**config.mk**
```make
export PLATFORM = sky130hd
export DESIGN_NAME = midpoint_line_rasterizer
export DESIGN_NICKNAME = d
export VERILOG_FILES = /design/src/hdl/mlr_pkg.sv /design/src/hdl/mlr_front.sv /design/src/hdl/mlr_cmdq.sv /design/src/hdl/mlr_back.sv /design/src/hdl/midpoint_line_rasterizer.sv
export SDC_FILE = /design/constraint.sdc
export NUM_CORES = 1
export LEC_CHECK = 0
export BUFFER_PORTS_ARGS = -buffer_cell sky130_fd_sc_hd__buf_2
export CORE_MARGIN = 2
export CORE_UTILIZATION = 57
export DETAILED_ROUTE_END_ITERATION = 10
export GPL_ROUTABILITY_DRIVEN = 0
export PLACE_DENSITY = 0.88
export SLEW_MARGIN = 20
export SYNTH_ARGS = -nofsm -noshare
export SYNTH_HDL_FRONTEND = slang
export SYNTH_SLANG_ARGS = --single-unit
```
**constraint.sdc**
```tcl
create_clock -name aclk -period 7.2 [get_ports aclk]
set_input_delay 0.72 -clock aclk [delete_from_list [all_inputs] [get_ports aclk]]
set_output_delay 0.72 -clock aclk [all_outputs]
set_load 0.02 [all_outputs]
```
**src/hdl/mlr_pkg.sv**
```systemverilog
// Shared types and constants for the midpoint line rasteriser.
// Used by mlr_front, mlr_cmdq, mlr_back and midpoint_line_rasterizer.
`timescale 1ns / 1ps

package mlr_pkg;

    // Codes on the input tuser bit
    localparam logic MODE_START = 1'b0;
    localparam logic MODE_STEP  = 1'b1;

    // Command queue between front and back
    localparam int CMDQ_DEPTH    = 4;
    localparam int CMDQ_PTR_BITS = 2;
    localparam int CMDQ_CNT_BITS = 3;

    // Octant: y-major flag and x-runs-backward flag
    typedef struct packed {
        logic neg;
        logic ymaj;
    } octant_t;

    // Control part of a classified command
    typedef struct packed {
        logic    is_start;
        octant_t oct;
    } cmd_ctl_t;

    // Back-end status, watched by the top-level checks
    typedef struct packed {
        logic busy;
        logic take;
        logic emit;
    } back_stat_t;

endpackage

```
**src/hdl/mlr_front.sv**
```systemverilog
// Front end: accepts input beats, swaps endpoints, works out spans,
// octant and initial decision value. Depends on mlr_pkg.
`timescale 1ns / 1ps

module mlr_front #(
    parameter int COORD_BITS = 12
) (
    input  logic                      aclk,
    input  logic                      aresetn,
    input  logic                      s_axis_tvalid,
    output logic                      s_axis_tready,
    input  logic [4*COORD_BITS-1:0]   in_coords,   // start_x, start_y, end_x, end_y
    input  logic                      in_mode,
    output logic                      cmd_valid,
    input  logic                      cmd_ready,
    output mlr_pkg::cmd_ctl_t         cmd_ctl,
    output logic [COORD_BITS-1:0]     cmd_x,
    output logic [COORD_BITS-1:0]     cmd_y,
    output logic [COORD_BITS-1:0]     cmd_stop,
    output logic [COORD_BITS-1:0]     cmd_span_x,
    output logic [COORD_BITS-1:0]     cmd_span_y,
    output logic [COORD_BITS+1:0]     cmd_dec
);

    localparam int C  = COORD_BITS;
    localparam int DW = COORD_BITS + 2;

    logic [C-1:0] x1, y1, x2, y2;
    logic [C-1:0] xa, ya, xb, yb;
    logic         swap, neg, ymaj;
    logic [C-1:0] sx, sy;
    logic [DW-1:0] dec_init;

    logic                 vld_reg, vld_next;
    mlr_pkg::cmd_ctl_t    ctl_reg, ctl_next;
    logic [C-1:0]         x_reg, x_next, y_reg, y_next, stop_reg, stop_next;
    logic [C-1:0]         sx_reg, sx_next, sy_reg, sy_next;
    logic [DW-1:0]        dec_reg, dec_next;
    logic                 accept;

    assign x1 = in_coords[C-1:0];
    assign y1 = in_coords[2*C-1:C];
    assign x2 = in_coords[3*C-1:2*C];
    assign y2 = in_coords[4*C-1:3*C];

    // Classification: y never decreases along the line
    always_comb begin
        swap = (y2 < y1);
        xa   = swap ? x2 : x1;
        ya   = swap ? y2 : y1;
        xb   = swap ? x1 : x2;
        yb   = swap ? y1 : y2;
        neg  = (xb < xa);
        sx   = neg ? (xa - xb) : (xb - xa);
        sy   = yb - ya;
        ymaj = (sy > sx);          // ties stay x-major
        if (ymaj) begin
            dec_init = DW'(sx) - DW'(sy[C-1:1]);
        end else begin
            dec_init = DW'(sy) - DW'(sx[C-1:1]);
        end
    end

    assign s_axis_tready = !vld_reg || cmd_ready;
    assign accept        = s_axis_tvalid && s_axis_tready;

    // Holding register in front of the queue
    always_comb begin
        vld_next  = vld_reg;
        ctl_next  = ctl_reg;
        x_next    = x_reg;
        y_next    = y_reg;
        stop_next = stop_reg;
        sx_next   = sx_reg;
        sy_next   = sy_reg;
        dec_next  = dec_reg;
        if (accept) begin
            vld_next          = 1'b1;
            ctl_next.is_start = (in_mode == mlr_pkg::MODE_START);
            ctl_next.oct.neg  = neg;
            ctl_next.oct.ymaj = ymaj;
            x_next            = xa;
            y_next            = ya;
            stop_next         = ymaj ? yb : xb;
            sx_next           = sx;
            sy_next           = sy;
            dec_next          = dec_init;
        end else if (cmd_ready) begin
            vld_next = 1'b0;
        end
    end

    always_ff @(posedge aclk) begin
        if (!aresetn) begin
            vld_reg <= 1'b0;
        end else begin
            vld_reg <= vld_next;
        end
    end

    always_ff @(posedge aclk) begin
        ctl_reg  <= ctl_next;
        x_reg    <= x_next;
        y_reg    <= y_next;
        stop_reg <= stop_next;
        sx_reg   <= sx_next;
        sy_reg   <= sy_next;
        dec_reg  <= dec_next;
    end

    assign cmd_valid  = vld_reg;
    assign cmd_ctl    = ctl_reg;
    assign cmd_x      = x_reg;
    assign cmd_y      = y_reg;
    assign cmd_stop   = stop_reg;
    assign cmd_span_x = sx_reg;
    assign cmd_span_y = sy_reg;
    assign cmd_dec    = dec_reg;

endmodule

```
**src/hdl/mlr_cmdq.sv**
```systemverilog
// Small first-in first-out queue of classified commands.
// Depth comes from mlr_pkg.
`timescale 1ns / 1ps

module mlr_cmdq #(
    parameter int DATA_BITS = 77
) (
    input  logic                 aclk,
    input  logic                 aresetn,
    input  logic                 wr_valid,
    output logic                 wr_ready,
    input  logic [DATA_BITS-1:0] wr_data,
    output logic                 rd_valid,
    input  logic                 rd_ready,
    output logic [DATA_BITS-1:0] rd_data
);

    localparam int PB = mlr_pkg::CMDQ_PTR_BITS;
    localparam int CB = mlr_pkg::CMDQ_CNT_BITS;

    logic [DATA_BITS-1:0] slot_reg [mlr_pkg::CMDQ_DEPTH];
    logic [PB-1:0]        wp_reg, wp_next, rp_reg, rp_next;
    logic [CB-1:0]        cnt_reg, cnt_next;
    logic                 wr, rd;

    assign wr_ready = (cnt_reg != CB'(mlr_pkg::CMDQ_DEPTH));
    assign rd_valid = (cnt_reg != '0);
    assign wr       = wr_valid && wr_ready;
    assign rd       = rd_valid && rd_ready;
    assign rd_data  = slot_reg[rp_reg];

    // Pointer and fill-level update
    always_comb begin
        wp_next  = wr ? wp_reg + PB'(1) : wp_reg;
        rp_next  = rd ? rp_reg + PB'(1) : rp_reg;
        cnt_next = cnt_reg;
        if (wr && !rd) begin
            cnt_next = cnt_reg + CB'(1);
        end else if (rd && !wr) begin
            cnt_next = cnt_reg - CB'(1);
        end
    end

    always_ff @(posedge aclk) begin
        if (!aresetn) begin
            wp_reg  <= '0;
            rp_reg  <= '0;
            cnt_reg <= '0;
        end else begin
            wp_reg  <= wp_next;
            rp_reg  <= rp_next;
            cnt_reg <= cnt_next;
        end
    end

    always_ff @(posedge aclk) begin
        if (wr) begin
            slot_reg[wp_reg] <= wr_data;
        end
    end

endmodule

```
**src/hdl/mlr_back.sv**
```systemverilog
// Back end: holds the line state, loads it on a start command, runs one midpoint
// step per step command while busy, drives the output register. Depends on mlr_pkg.
`timescale 1ns / 1ps

module mlr_back #(
    parameter int COORD_BITS = 12
) (
    input  logic                   aclk,
    input  logic                   aresetn,
    input  logic                   cmd_valid,
    output logic                   cmd_ready,
    input  mlr_pkg::cmd_ctl_t      cmd_ctl,
    input  logic [COORD_BITS-1:0]  cmd_x,
    input  logic [COORD_BITS-1:0]  cmd_y,
    input  logic [COORD_BITS-1:0]  cmd_stop,
    input  logic [COORD_BITS-1:0]  cmd_span_x,
    input  logic [COORD_BITS-1:0]  cmd_span_y,
    input  logic [COORD_BITS+1:0]  cmd_dec,
    output logic                   out_valid,
    input  logic                   out_ready,
    output logic [COORD_BITS-1:0]  out_x,
    output logic [COORD_BITS-1:0]  out_y,
    output logic                   out_last,
    output mlr_pkg::back_stat_t    stat
);

    localparam int C  = COORD_BITS;
    localparam int DW = COORD_BITS + 2;
    localparam logic [C-1:0] ONE = C'(1);

    logic [C-1:0]      cx_reg, cx_next, cy_reg, cy_next, stop_reg, stop_next;
    logic [C-1:0]      sx_reg, sx_next, sy_reg, sy_next;
    logic [DW-1:0]     dec_reg, dec_next;
    mlr_pkg::octant_t  oct_reg, oct_next;
    logic              busy_reg, busy_next;
    logic              ov_reg, ov_next, ol_reg, ol_next;
    logic [C-1:0]      ox_reg, ox_next, oy_reg, oy_next;

    logic              out_free, produces, take, emit, dec_neg, fin;
    logic [C-1:0]      x_adv, y_inc, sx_x, sx_y;
    logic [DW-1:0]     step_dec;

    assign out_free  = !ov_reg || out_ready;
    assign produces  = cmd_ctl.is_start || busy_reg;
    assign take      = cmd_valid && (out_free || !produces);
    assign emit      = take && produces;
    assign cmd_ready = out_free || !produces;

    // One midpoint step from the held state
    always_comb begin
        dec_neg = dec_reg[DW-1];
        x_adv   = oct_reg.neg ? (cx_reg - ONE) : (cx_reg + ONE);
        y_inc   = cy_reg + ONE;
        if (oct_reg.ymaj) begin
            sx_y     = y_inc;
            sx_x     = dec_neg ? cx_reg : x_adv;
            step_dec = dec_reg + DW'(sx_reg) - (dec_neg ? '0 : DW'(sy_reg));
        end else begin
            sx_x     = x_adv;
            sx_y     = dec_neg ? cy_reg : y_inc;
            step_dec = dec_reg + DW'(sy_reg) - (dec_neg ? '0 : DW'(sx_reg));
        end
    end

    // State and output register update
    always_comb begin
        cx_next   = cx_reg;
        cy_next   = cy_reg;
        stop_next = stop_reg;
        sx_next   = sx_reg;
        sy_next   = sy_reg;
        dec_next  = dec_reg;
        oct_next  = oct_reg;
        if (take && cmd_ctl.is_start) begin
            cx_next   = cmd_x;
            cy_next   = cmd_y;
            stop_next = cmd_stop;
            sx_next   = cmd_span_x;
            sy_next   = cmd_span_y;
            dec_next  = cmd_dec;
            oct_next  = cmd_ctl.oct;
        end else if (emit) begin
            cx_next  = sx_x;
            cy_next  = sx_y;
            dec_next = step_dec;
        end
        fin       = oct_next.ymaj ? (cy_next == stop_next) : (cx_next == stop_next);
        busy_next = emit ? !fin : busy_reg;

        ov_next = ov_reg;
        ox_next = ox_reg;
        oy_next = oy_reg;
        ol_next = ol_reg;
        if (emit) begin
            ov_next = 1'b1;
            ox_next = cx_next;
            oy_next = cy_next;
            ol_next = fin;
        end else if (out_ready) begin
            ov_next = 1'b0;
        end
    end

    always_ff @(posedge aclk) begin
        if (!aresetn) begin
            cx_reg   <= '0;
            cy_reg   <= '0;
            stop_reg <= '0;
            sx_reg   <= '0;
            sy_reg   <= '0;
            dec_reg  <= '0;
            oct_reg  <= '0;
            busy_reg <= 1'b0;
            ov_reg   <= 1'b0;
        end else begin
            cx_reg   <= cx_next;
            cy_reg   <= cy_next;
            stop_reg <= stop_next;
            sx_reg   <= sx_next;
            sy_reg   <= sy_next;
            dec_reg  <= dec_next;
            oct_reg  <= oct_next;
            busy_reg <= busy_next;
            ov_reg   <= ov_next;
        end
    end

    always_ff @(posedge aclk) begin
        ox_reg <= ox_next;
        oy_reg <= oy_next;
        ol_reg <= ol_next;
    end

    assign out_valid = ov_reg;
    assign out_x     = ox_reg;
    assign out_y     = oy_reg;
    assign out_last  = ol_reg;

    assign stat.busy = busy_reg;
    assign stat.take = take;
    assign stat.emit = emit;

endmodule

```
**src/hdl/midpoint_line_rasterizer.sv**
```systemverilog
// Top level of the midpoint line rasteriser: front end, command queue, back end.
// Depends on mlr_pkg, mlr_front, mlr_cmdq and mlr_back.
`timescale 1ns / 1ps

// Draws lines with the midpoint algorithm. A beat with tuser = 0 starts a line
// between the two endpoints in tdata and gives its first pixel; each beat with
// tuser = 1 gives the next pixel, and tlast marks the final one. A step beat
// while no line is in progress gives no pixel; a start beat abandons any line
// in progress. Sustained rate is one beat in and one pixel out per clock while
// the output is not stalled: the back end's combinational step update (adds and
// one compare) sets this. A beat passes the front register, queue and output
// register in turn; the four-entry queue lets either side stall on its own.

module midpoint_line_rasterizer #(
    parameter int COORD_BITS = 12
) (
    input  logic                                     aclk,
    input  logic                                     aresetn,
    input  logic                                     s_axis_tvalid,
    output logic                                     s_axis_tready,
    // tdata: start_x, start_y, end_x, end_y (lowest bits first), zero-padded
    input  logic [((4*COORD_BITS+7)/8)*8-1:0]        s_axis_tdata,
    // tuser: mode
    input  logic                                     s_axis_tuser,
    output logic                                     m_axis_tvalid,
    input  logic                                     m_axis_tready,
    // tdata: pixel_x, pixel_y (lowest bits first), zero-padded
    output logic [((2*COORD_BITS+7)/8)*8-1:0]        m_axis_tdata,
    output logic                                     m_axis_tlast
);

    localparam int C      = COORD_BITS;
    localparam int DW     = COORD_BITS + 2;
    localparam int OUT_W  = ((2*COORD_BITS+7)/8)*8;
    localparam int CTL_W  = $bits(mlr_pkg::cmd_ctl_t);
    localparam int QW     = CTL_W + 5*COORD_BITS + COORD_BITS + 2;

    logic                f_valid, f_ready;
    mlr_pkg::cmd_ctl_t   f_ctl, b_ctl;
    logic [C-1:0]        f_x, f_y, f_stop, f_sx, f_sy;
    logic [C-1:0]        b_x, b_y, b_stop, b_sx, b_sy;
    logic [DW-1:0]       f_dec, b_dec;
    logic [QW-1:0]       q_wr_data, q_rd_data;
    logic                q_rd_valid, q_rd_ready;
    logic [C-1:0]        px, py;
    mlr_pkg::back_stat_t b_stat;

    // Front end
    mlr_front #(.COORD_BITS(COORD_BITS)) u_front (
        .aclk          (aclk),
        .aresetn       (aresetn),
        .s_axis_tvalid (s_axis_tvalid),
        .s_axis_tready (s_axis_tready),
        .in_coords     (s_axis_tdata[4*C-1:0]),
        .in_mode       (s_axis_tuser),
        .cmd_valid     (f_valid),
        .cmd_ready     (f_ready),
        .cmd_ctl       (f_ctl),
        .cmd_x         (f_x),
        .cmd_y         (f_y),
        .cmd_stop      (f_stop),
        .cmd_span_x    (f_sx),
        .cmd_span_y    (f_sy),
        .cmd_dec       (f_dec)
    );

    assign q_wr_data = {f_ctl, f_x, f_y, f_stop, f_sx, f_sy, f_dec};

    // Command queue
    mlr_cmdq #(.DATA_BITS(QW)) u_cmdq (
        .aclk     (aclk),
        .aresetn  (aresetn),
        .wr_valid (f_valid),
        .wr_ready (f_ready),
        .wr_data  (q_wr_data),
        .rd_valid (q_rd_valid),
        .rd_ready (q_rd_ready),
        .rd_data  (q_rd_data)
    );

    // Unpack the queue head
    assign b_ctl  = mlr_pkg::cmd_ctl_t'(q_rd_data[QW-1 -: CTL_W]);
    assign b_x    = q_rd_data[DW+5*C-1 -: C];
    assign b_y    = q_rd_data[DW+4*C-1 -: C];
    assign b_stop = q_rd_data[DW+3*C-1 -: C];
    assign b_sx   = q_rd_data[DW+2*C-1 -: C];
    assign b_sy   = q_rd_data[DW+C-1 -: C];
    assign b_dec  = q_rd_data[DW-1:0];

    // Back end
    mlr_back #(.COORD_BITS(COORD_BITS)) u_back (
        .aclk       (aclk),
        .aresetn    (aresetn),
        .cmd_valid  (q_rd_valid),
        .cmd_ready  (q_rd_ready),
        .cmd_ctl    (b_ctl),
        .cmd_x      (b_x),
        .cmd_y      (b_y),
        .cmd_stop   (b_stop),
        .cmd_span_x (b_sx),
        .cmd_span_y (b_sy),
        .cmd_dec    (b_dec),
        .out_valid  (m_axis_tvalid),
        .out_ready  (m_axis_tready),
        .out_x      (px),
        .out_y      (py),
        .out_last   (m_axis_tlast),
        .stat       (b_stat)
    );

    assign m_axis_tdata = OUT_W'({py, px});

    // Checks on the back end's bookkeeping
    a_emit_needs_take: assert property (@(posedge aclk) disable iff (!aresetn)
        b_stat.emit |-> b_stat.take)
        else $error("pixel emitted without consuming a command");

    a_idle_step_stays_idle: assert property (@(posedge aclk) disable iff (!aresetn)
        (b_stat.take && !b_stat.emit) |=> !b_stat.busy)
        else $error("dropped step left the back end busy");

    a_last_means_idle: assert property (@(posedge aclk) disable iff (!aresetn)
        (m_axis_tvalid && m_axis_tlast) |-> !b_stat.busy)
        else $error("busy while the final pixel waits");

    a_queue_sane: assert property (@(posedge aclk) disable iff (!aresetn)
        f_ready || q_rd_valid)
        else $error("command queue both full and empty");

endmodule
```
==> results.yml, run 1 <==
timing:
  setup_slack_ns: 0.452
  clock.fmax_mhz: 148
  hold_ws_ns: 0.387
  tns_ns: 0
  worst_pin_slew_ns: 1.12
  relSlewSlack: 0.255
  period_minus_slack_ns: 6.75
  drv_slew: 0
  clock_skew_ns: 0.0235
  setup_viol: 0
  hold_viol_final: 0
  rsz0062_at_grt: "false"
  fin_crit_sh: 0.937
synthesis:
  synthTopCellsByCount: "405 x edfxtp_1, 227 x nand2_1, 169 x inv_1, 130 x nor2_1, 125 x a21oi_1"
  synth_ff_type: "edfxtp_1"
  synth_warnings: 0
  synth.top_cell.area_share: 0.473
  synth-seq-area-share: 0.541
  yosysTopAreaCell: "edfxtp_1"
  synth_compound_area_frac: 0.109
  netlist_top_cells_area: "edfxtp_1 47%, dfxtp_1 6.8%, mux4_2 6.7%"
  synth-seq-cells: 493
  synth_most_common_cell: "edfxtp_1"
  syn_nets: 2330
  synth_mux_area_frac: 0.0923
  ys_types: 97
  synth_top_family_by_area: "compound AO/OA/AOI/OAI gates"
  yosys.area_share.simple: 0.107
  syn-cell-area_sq_um: 25700
  async_flop_share: 0
  synth_xor_area_frac: 0.0359
  synthAdderAreaFrac: 0.0705
  synth_cells: 2160
  synth-edff-count: 405
  avgSynthCellArea_sq_um: 11.9
layout:
  largest_register_ffs: 304
  area_growth_pct: 10.3
  final_util: 0.639
  drive_gt1_frac: 0.146
  finalInstanceArea_sq_um: 28400
  nets: 2401
  nFillCells: 2989
  final_cells: 2861
global_routing:
  grt_pass1_vias: 18461
  antenna_found_initial: 3
  gr-total-overflow: 0
  grt_pass1_wl_microns: 106000
  grt_max_degree: 84
  grt_use_total: 0.294
place:
  dp_slack_ns: 0.0819
  placedCellCount: 2773
  placed_area_sq_um: 26800
  port_buffers: 79
  dpl.hpwl_microns: 44400
power_and_ir_drop:
  power_density_nw_per_um2: 436
  p_total_mw: 12.4
  power_frac_clock: 0.201
  swShare: 0.400
  peakVddDrop_v: 0.000237
  p_seq_frac: 0.342
  power.switching_mw: 4.95
  combPwrFrac: 0.457
  internal_power_mw: 7.43
  p_leak_nw: 10.6
floorplan:
  core_area_sq_um: 44400
  die_height_microns: 216
  rows: 77
  dieArea_sq_um: 46900
  io_pins: 80
  die_w_microns: 216
  start_util: 0.579
setup_path:
  path_common_cell: "ha_1"
  timing.rr.end: "u_back.out_last"
  start_kind: "primary input"
  r2r_cells: 12
  reg2reg_slack_ns: 2.32
  cp_max_fo: 13
  critPathSlowestCell: "ha_1"
  worstPathArrival_ns: 7.08
  end_kind: "flip-flop"
  max_stage_delay_ns: 0.43
  critical_path_class: "primary input to flip-flop"
  required_ns: 7.53
clock_tree:
  cts.reportedPaths.clkPinSlew_ns: 0.07
  clkLatencyLatePin_ns: 0.58
  h-tree-depth: 2
  cts_buffers: 46
  cts.sinks: 493
  cts_tree: "built"
  cts_root_buf: "clkbuf_16"
  ctsLongestPathBuffers: 3
routing:
  viasPerCell: 6.56
  dr.pass1.iters: 7
  vias: 18773
  drc: 0
  avgRoutedWirePerCell_microns: 24.3
  dr.first_iter.drc_count: 2674
  wirelength_microns: 69500
  antenna_left: 0
min_path:
  whs_endpoint: "u_front.cmd_ctl[2]"
  hold_depth: 2
  holdCritPathClass: "primary input to flip-flop"
  worstHoldStart: "s_axis_tuser"
flow_run:
  drv_cap: 0
outcome:
  outcome: "complete, no violations"
## kinds of logic (layout without fill, tap and decap cells)
family,count (synthesis),count (layout)
flip-flops,493,493
adder cells (fa/ha/maj),131,131
multiplexers,138,138
AO/OA/AOI/OAI,437,437
XOR/XNOR,97,97
buffers and inverters,275,382
AND/OR/NAND/NOR,589,589
other,0,2
## area by class of cell
type                       instances  area [sq um]  share of cell area
clock inverter                    24           253             0.00890
tap                              592           741              0.0261
sequential                       493         13900               0.491
clock buffer                      60          1270              0.0449
antenna                            2          5.00            0.000176
multi-input combinational       1392         10700               0.378
inverter                         175           666              0.0234
timing repair buffer             123           774              0.0273
## worst max-delay path, delay by kind of cell
| kind | cells | cell delay (ns) |
|---|---|---|
| AOI/OAI and AO/OA | 13 | 2.39 |
| and+or+nand+nor | 9 | 1.82 |
| adders and majority gates | 3 | 1.02 |
| buffers and inverters | 6 | 0.89 |
| xor gates and xnor gates | 1 | 0.24 |
## how the worst max path moves through the flow
| stage | start | to | slack, ns | depth (start not counted) |
|---|---|---|---|---|
| after CTS | s_axis_tdata[21] | u_front.cmd_stop[6] | 0.54 | 31 |
| final | s_axis_tdata[21] | u_front.cmd_dec[5] | 0.45 | 32 |
| after detailed placement | s_axis_tdata[21] | u_front.cmd_stop[6] | 0.08 | 31 |
| after floorplan | s_axis_tdata[21] | u_front.cmd_stop[5] | 0.0007 | 37 |
| after global routing | s_axis_tdata[21] | u_front.cmd_stop[6] | 0.08 | 32 |
| after global placement | s_axis_tdata[21] | u_front.cmd_stop[5] | 0.30 | 32 |
## per-layer routing
layer,share of wire,wire (microns),global-route usage,up-vias
li1,-,-,-,8070
met1,0.36,24900,0.377,9017
met2,0.48,33300,0.488,1397
met3,0.11,7680,0.0577,287
met4,0.052,3630,0.133,2
met5,0.00019,13,0,-
## power by group through the flow
stage	sequential, mW	clock (mW)	combinational, mW
final	4.24	2.49	5.66
after CTS	4.23	2.49	5.50
after global routing	4.29	2.59	6.10
after global placement	4.21	0	5.07
after detailed placement	4.26	0	5.33
after floorplan	4.14	0	3.97
## what timing repair did
item,4_1_cts,5_1_grt
gates resized for setup,0,4
setup buffers,0,1
endpoints found under the setup margin,0,16
hold buffers,0,0
## placed cells by master, fill, tap and decap left out, types with 55 or more instances in the layout
| cell | count |
|---|---|
| a21oi_1 | 124 |
| ha_1 | 90 |
| dfxtp_1 | 86 |
| nand2_1 | 226 |
| o21ai_0 | 116 |
| buf_2 | 79 |
| mux2i_1 | 55 |
| nor2_1 | 129 |
| edfxtp_1 | 405 |
| mux4_2 | 76 |
| inv_1 | 169 |
Note: power is estimated with default switching activity, not from simulation.
==> run 2: changes to the inputs <==
Settings changed: CORE_UTILIZATION 57 to 50, PLACE_DENSITY 0.88 to 0.8.
==> run 2 against run 1 <==
Net effect: hold slack improved by 0.0059 ns; register-to-register slack worse by 0.45 ns; first-iteration DRC count shrank 26%; critical path depth decreased by 1; clock power hardly changed; clock skew fell by 0.0057 ns; wire length down 5.7%; total power decreased by 1.3%; sequential power down 1%; worst setup slack got worse by 0.16 ns; non-clock buffer count fell by 3; via count down 2.7%; critical endpoint is now u_front.cmd_stop[7].
==> results.yml, run 2 (same netlist as run 1, synthesis figures left out) <==
routing:
  dr.pass1.iters: 5
  viasPerCell: 6.20
  avgRoutedWirePerCell_microns: 22.2
  vias: 18265
  dr.first_iter.drc_count: 1978
  wirelength_microns: 65600
  drc: 0
  antenna_left: 0
clock_tree:
  cts_hold_buf: 0
  clkLatencyLatePin_ns: 0.58
  cts_tree: "built"
  ctsLongestPathBuffers: 3
  cts.sinks: 493
  cts_root_buf: "clkbuf_16"
  cts.reportedPaths.clkPinSlew_ns: 0.06
  h-tree-depth: 2
  cts_buffers: 46
setup_path:
  critPathSlowestCell: "ha_1"
  crit_end: "u_front.cmd_stop[7]"
  r2r_cells: 11
  path_common_cell: "ha_1"
  crit_path_start: "s_axis_tdata[21]"
  path_buf_inv: 5
  path_delay_family: "compound AO/OA/AOI/OAI gates"
  worst-path-stages: 31
  reg2reg_slack_ns: 1.87
  required_ns: 7.48
  start_kind: "primary input"
  critical_path_class: "primary input to flip-flop"
  cp_max_fo: 17
  timing.rr.end: "u_back.out_last"
  end_kind: "flip-flop"
  worstPathArrival_ns: 7.19
  max_stage_delay_ns: 0.44
global_routing:
  antenna_found_initial: 3
  grt_pass1_wl_microns: 100000
  grt_use_total: 0.243
  grt_max_degree: 76
  grt_pass1_vias: 17716
  gr-total-overflow: 0
power_and_ir_drop:
  p_total_mw: 12.2
  internal_power_mw: 7.43
  peakVddDrop_v: 0.000224
  p_seq_frac: 0.343
  power.switching_mw: 4.78
  p_leak_nw: 10.6
  swShare: 0.392
  combPwrFrac: 0.451
  power_density_nw_per_um2: 429
  power_frac_clock: 0.206
timing:
  setup_viol: 0
  period_minus_slack_ns: 6.91
  hold_viol_final: 0
  hold_ws_ns: 0.393
  rsz0062_at_grt: "false"
  clock_skew_ns: 0.0178
  fin_crit_sh: 0.960
  relSlewSlack: 0.262
  drv_slew: 0
  worst_pin_slew_ns: 1.11
  clock.fmax_mhz: 145
outcome:
  outcome: "complete, no violations"
layout:
  nets: 2398
  final_cells: 2947
  drive_gt1_frac: 0.147
  area_growth_pct: 10.6
  final_util: 0.557
  final_common_cell: "edfxtp_1"
  largest_register_ffs: 304
  final_cell_mix: "405 x edfxtp_1, 226 x nand2_1, 169 x inv_1, 129 x nor2_1, 124 x a21oi_1"
floorplan:
  rows: 83
  start_util: 0.504
  die_w_microns: 231
  io_pins: 80
  die_height_microns: 231
  dieArea_sq_um: 53300
  core_area_sq_um: 51100
flow_run:
  drv_cap: 0
place:
  placedCellCount: 2860
  port_buffers: 79
  dpl.hpwl_microns: 43400
min_path:
  holdCritPathClass: "primary input to flip-flop"
## run 2: area by class of cell
type / count / area, sq um
clock inverter: 26 / 298
tap: 680 / 851
clock buffer: 60 / 1280
timing repair buffer: 120 / 703
sequential: 493 / 13900
fill: 3938 / 22600
multi-input combinational: 1392 / 10700
inverter: 175 / 666
antenna: 1 / 2.50
## run 2: per-stage QoR
step | instance area, sq um | TNS (ns) | setup slack (ns)
after floorplan | 25800 | 0 | 0.000688
after CTS | 28500 | 0 | 0.394
final | 28500 | 0 | 0.288
after detailed placement | 26900 | -1.64 | -0.157
after global placement | 26900 | 0 | 0.142
after global routing | 28500 | 0 | 0.0000986
## run 2: layer usage
metal  share of wire  GRT usage
met2            0.48      0.408
met5         0.00035          0
met3           0.094     0.0363
met4           0.043     0.0954
met1            0.38      0.318
## run 2: power by group through the flow
stage | logic, mW | clock network (mW) | registers (mW)
floorplan | 3.97 | 0 | 4.14
global placement | 5.09 | 0 | 4.19
detailed placement | 5.27 | 0 | 4.24
CTS | 5.41 | 2.54 | 4.19
global route | 5.96 | 2.64 | 4.25
finish | 5.51 | 2.52 | 4.19
## run 2: repair_timing
item                                    4_1_cts  5_1_grt
gates resized for setup                       0        3
endpoints found under the hold margin         0        0
buffers inserted                              0        0
endpoints found under the setup margin        0       21
## run 2: worst min path at each step
stage / start / endpoint / slack (ns) / depth (start not counted)
final: s_axis_tuser / u_front.cmd_ctl[2] / 0.39 / 2
after global routing: s_axis_tuser / u_front.cmd_ctl[2] / 0.39 / 2
after CTS: s_axis_tuser / u_front.cmd_ctl[2] / 0.39 / 2
after detailed placement: u_back.dec_reg[4] / u_back.dec_reg[4] / 0.45 / 2
after global placement: u_back.dec_reg[9] / u_back.dec_reg[9] / 0.44 / 2
after floorplan: u_back.dec_reg[4] / u_back.dec_reg[4] / 0.43 / 2
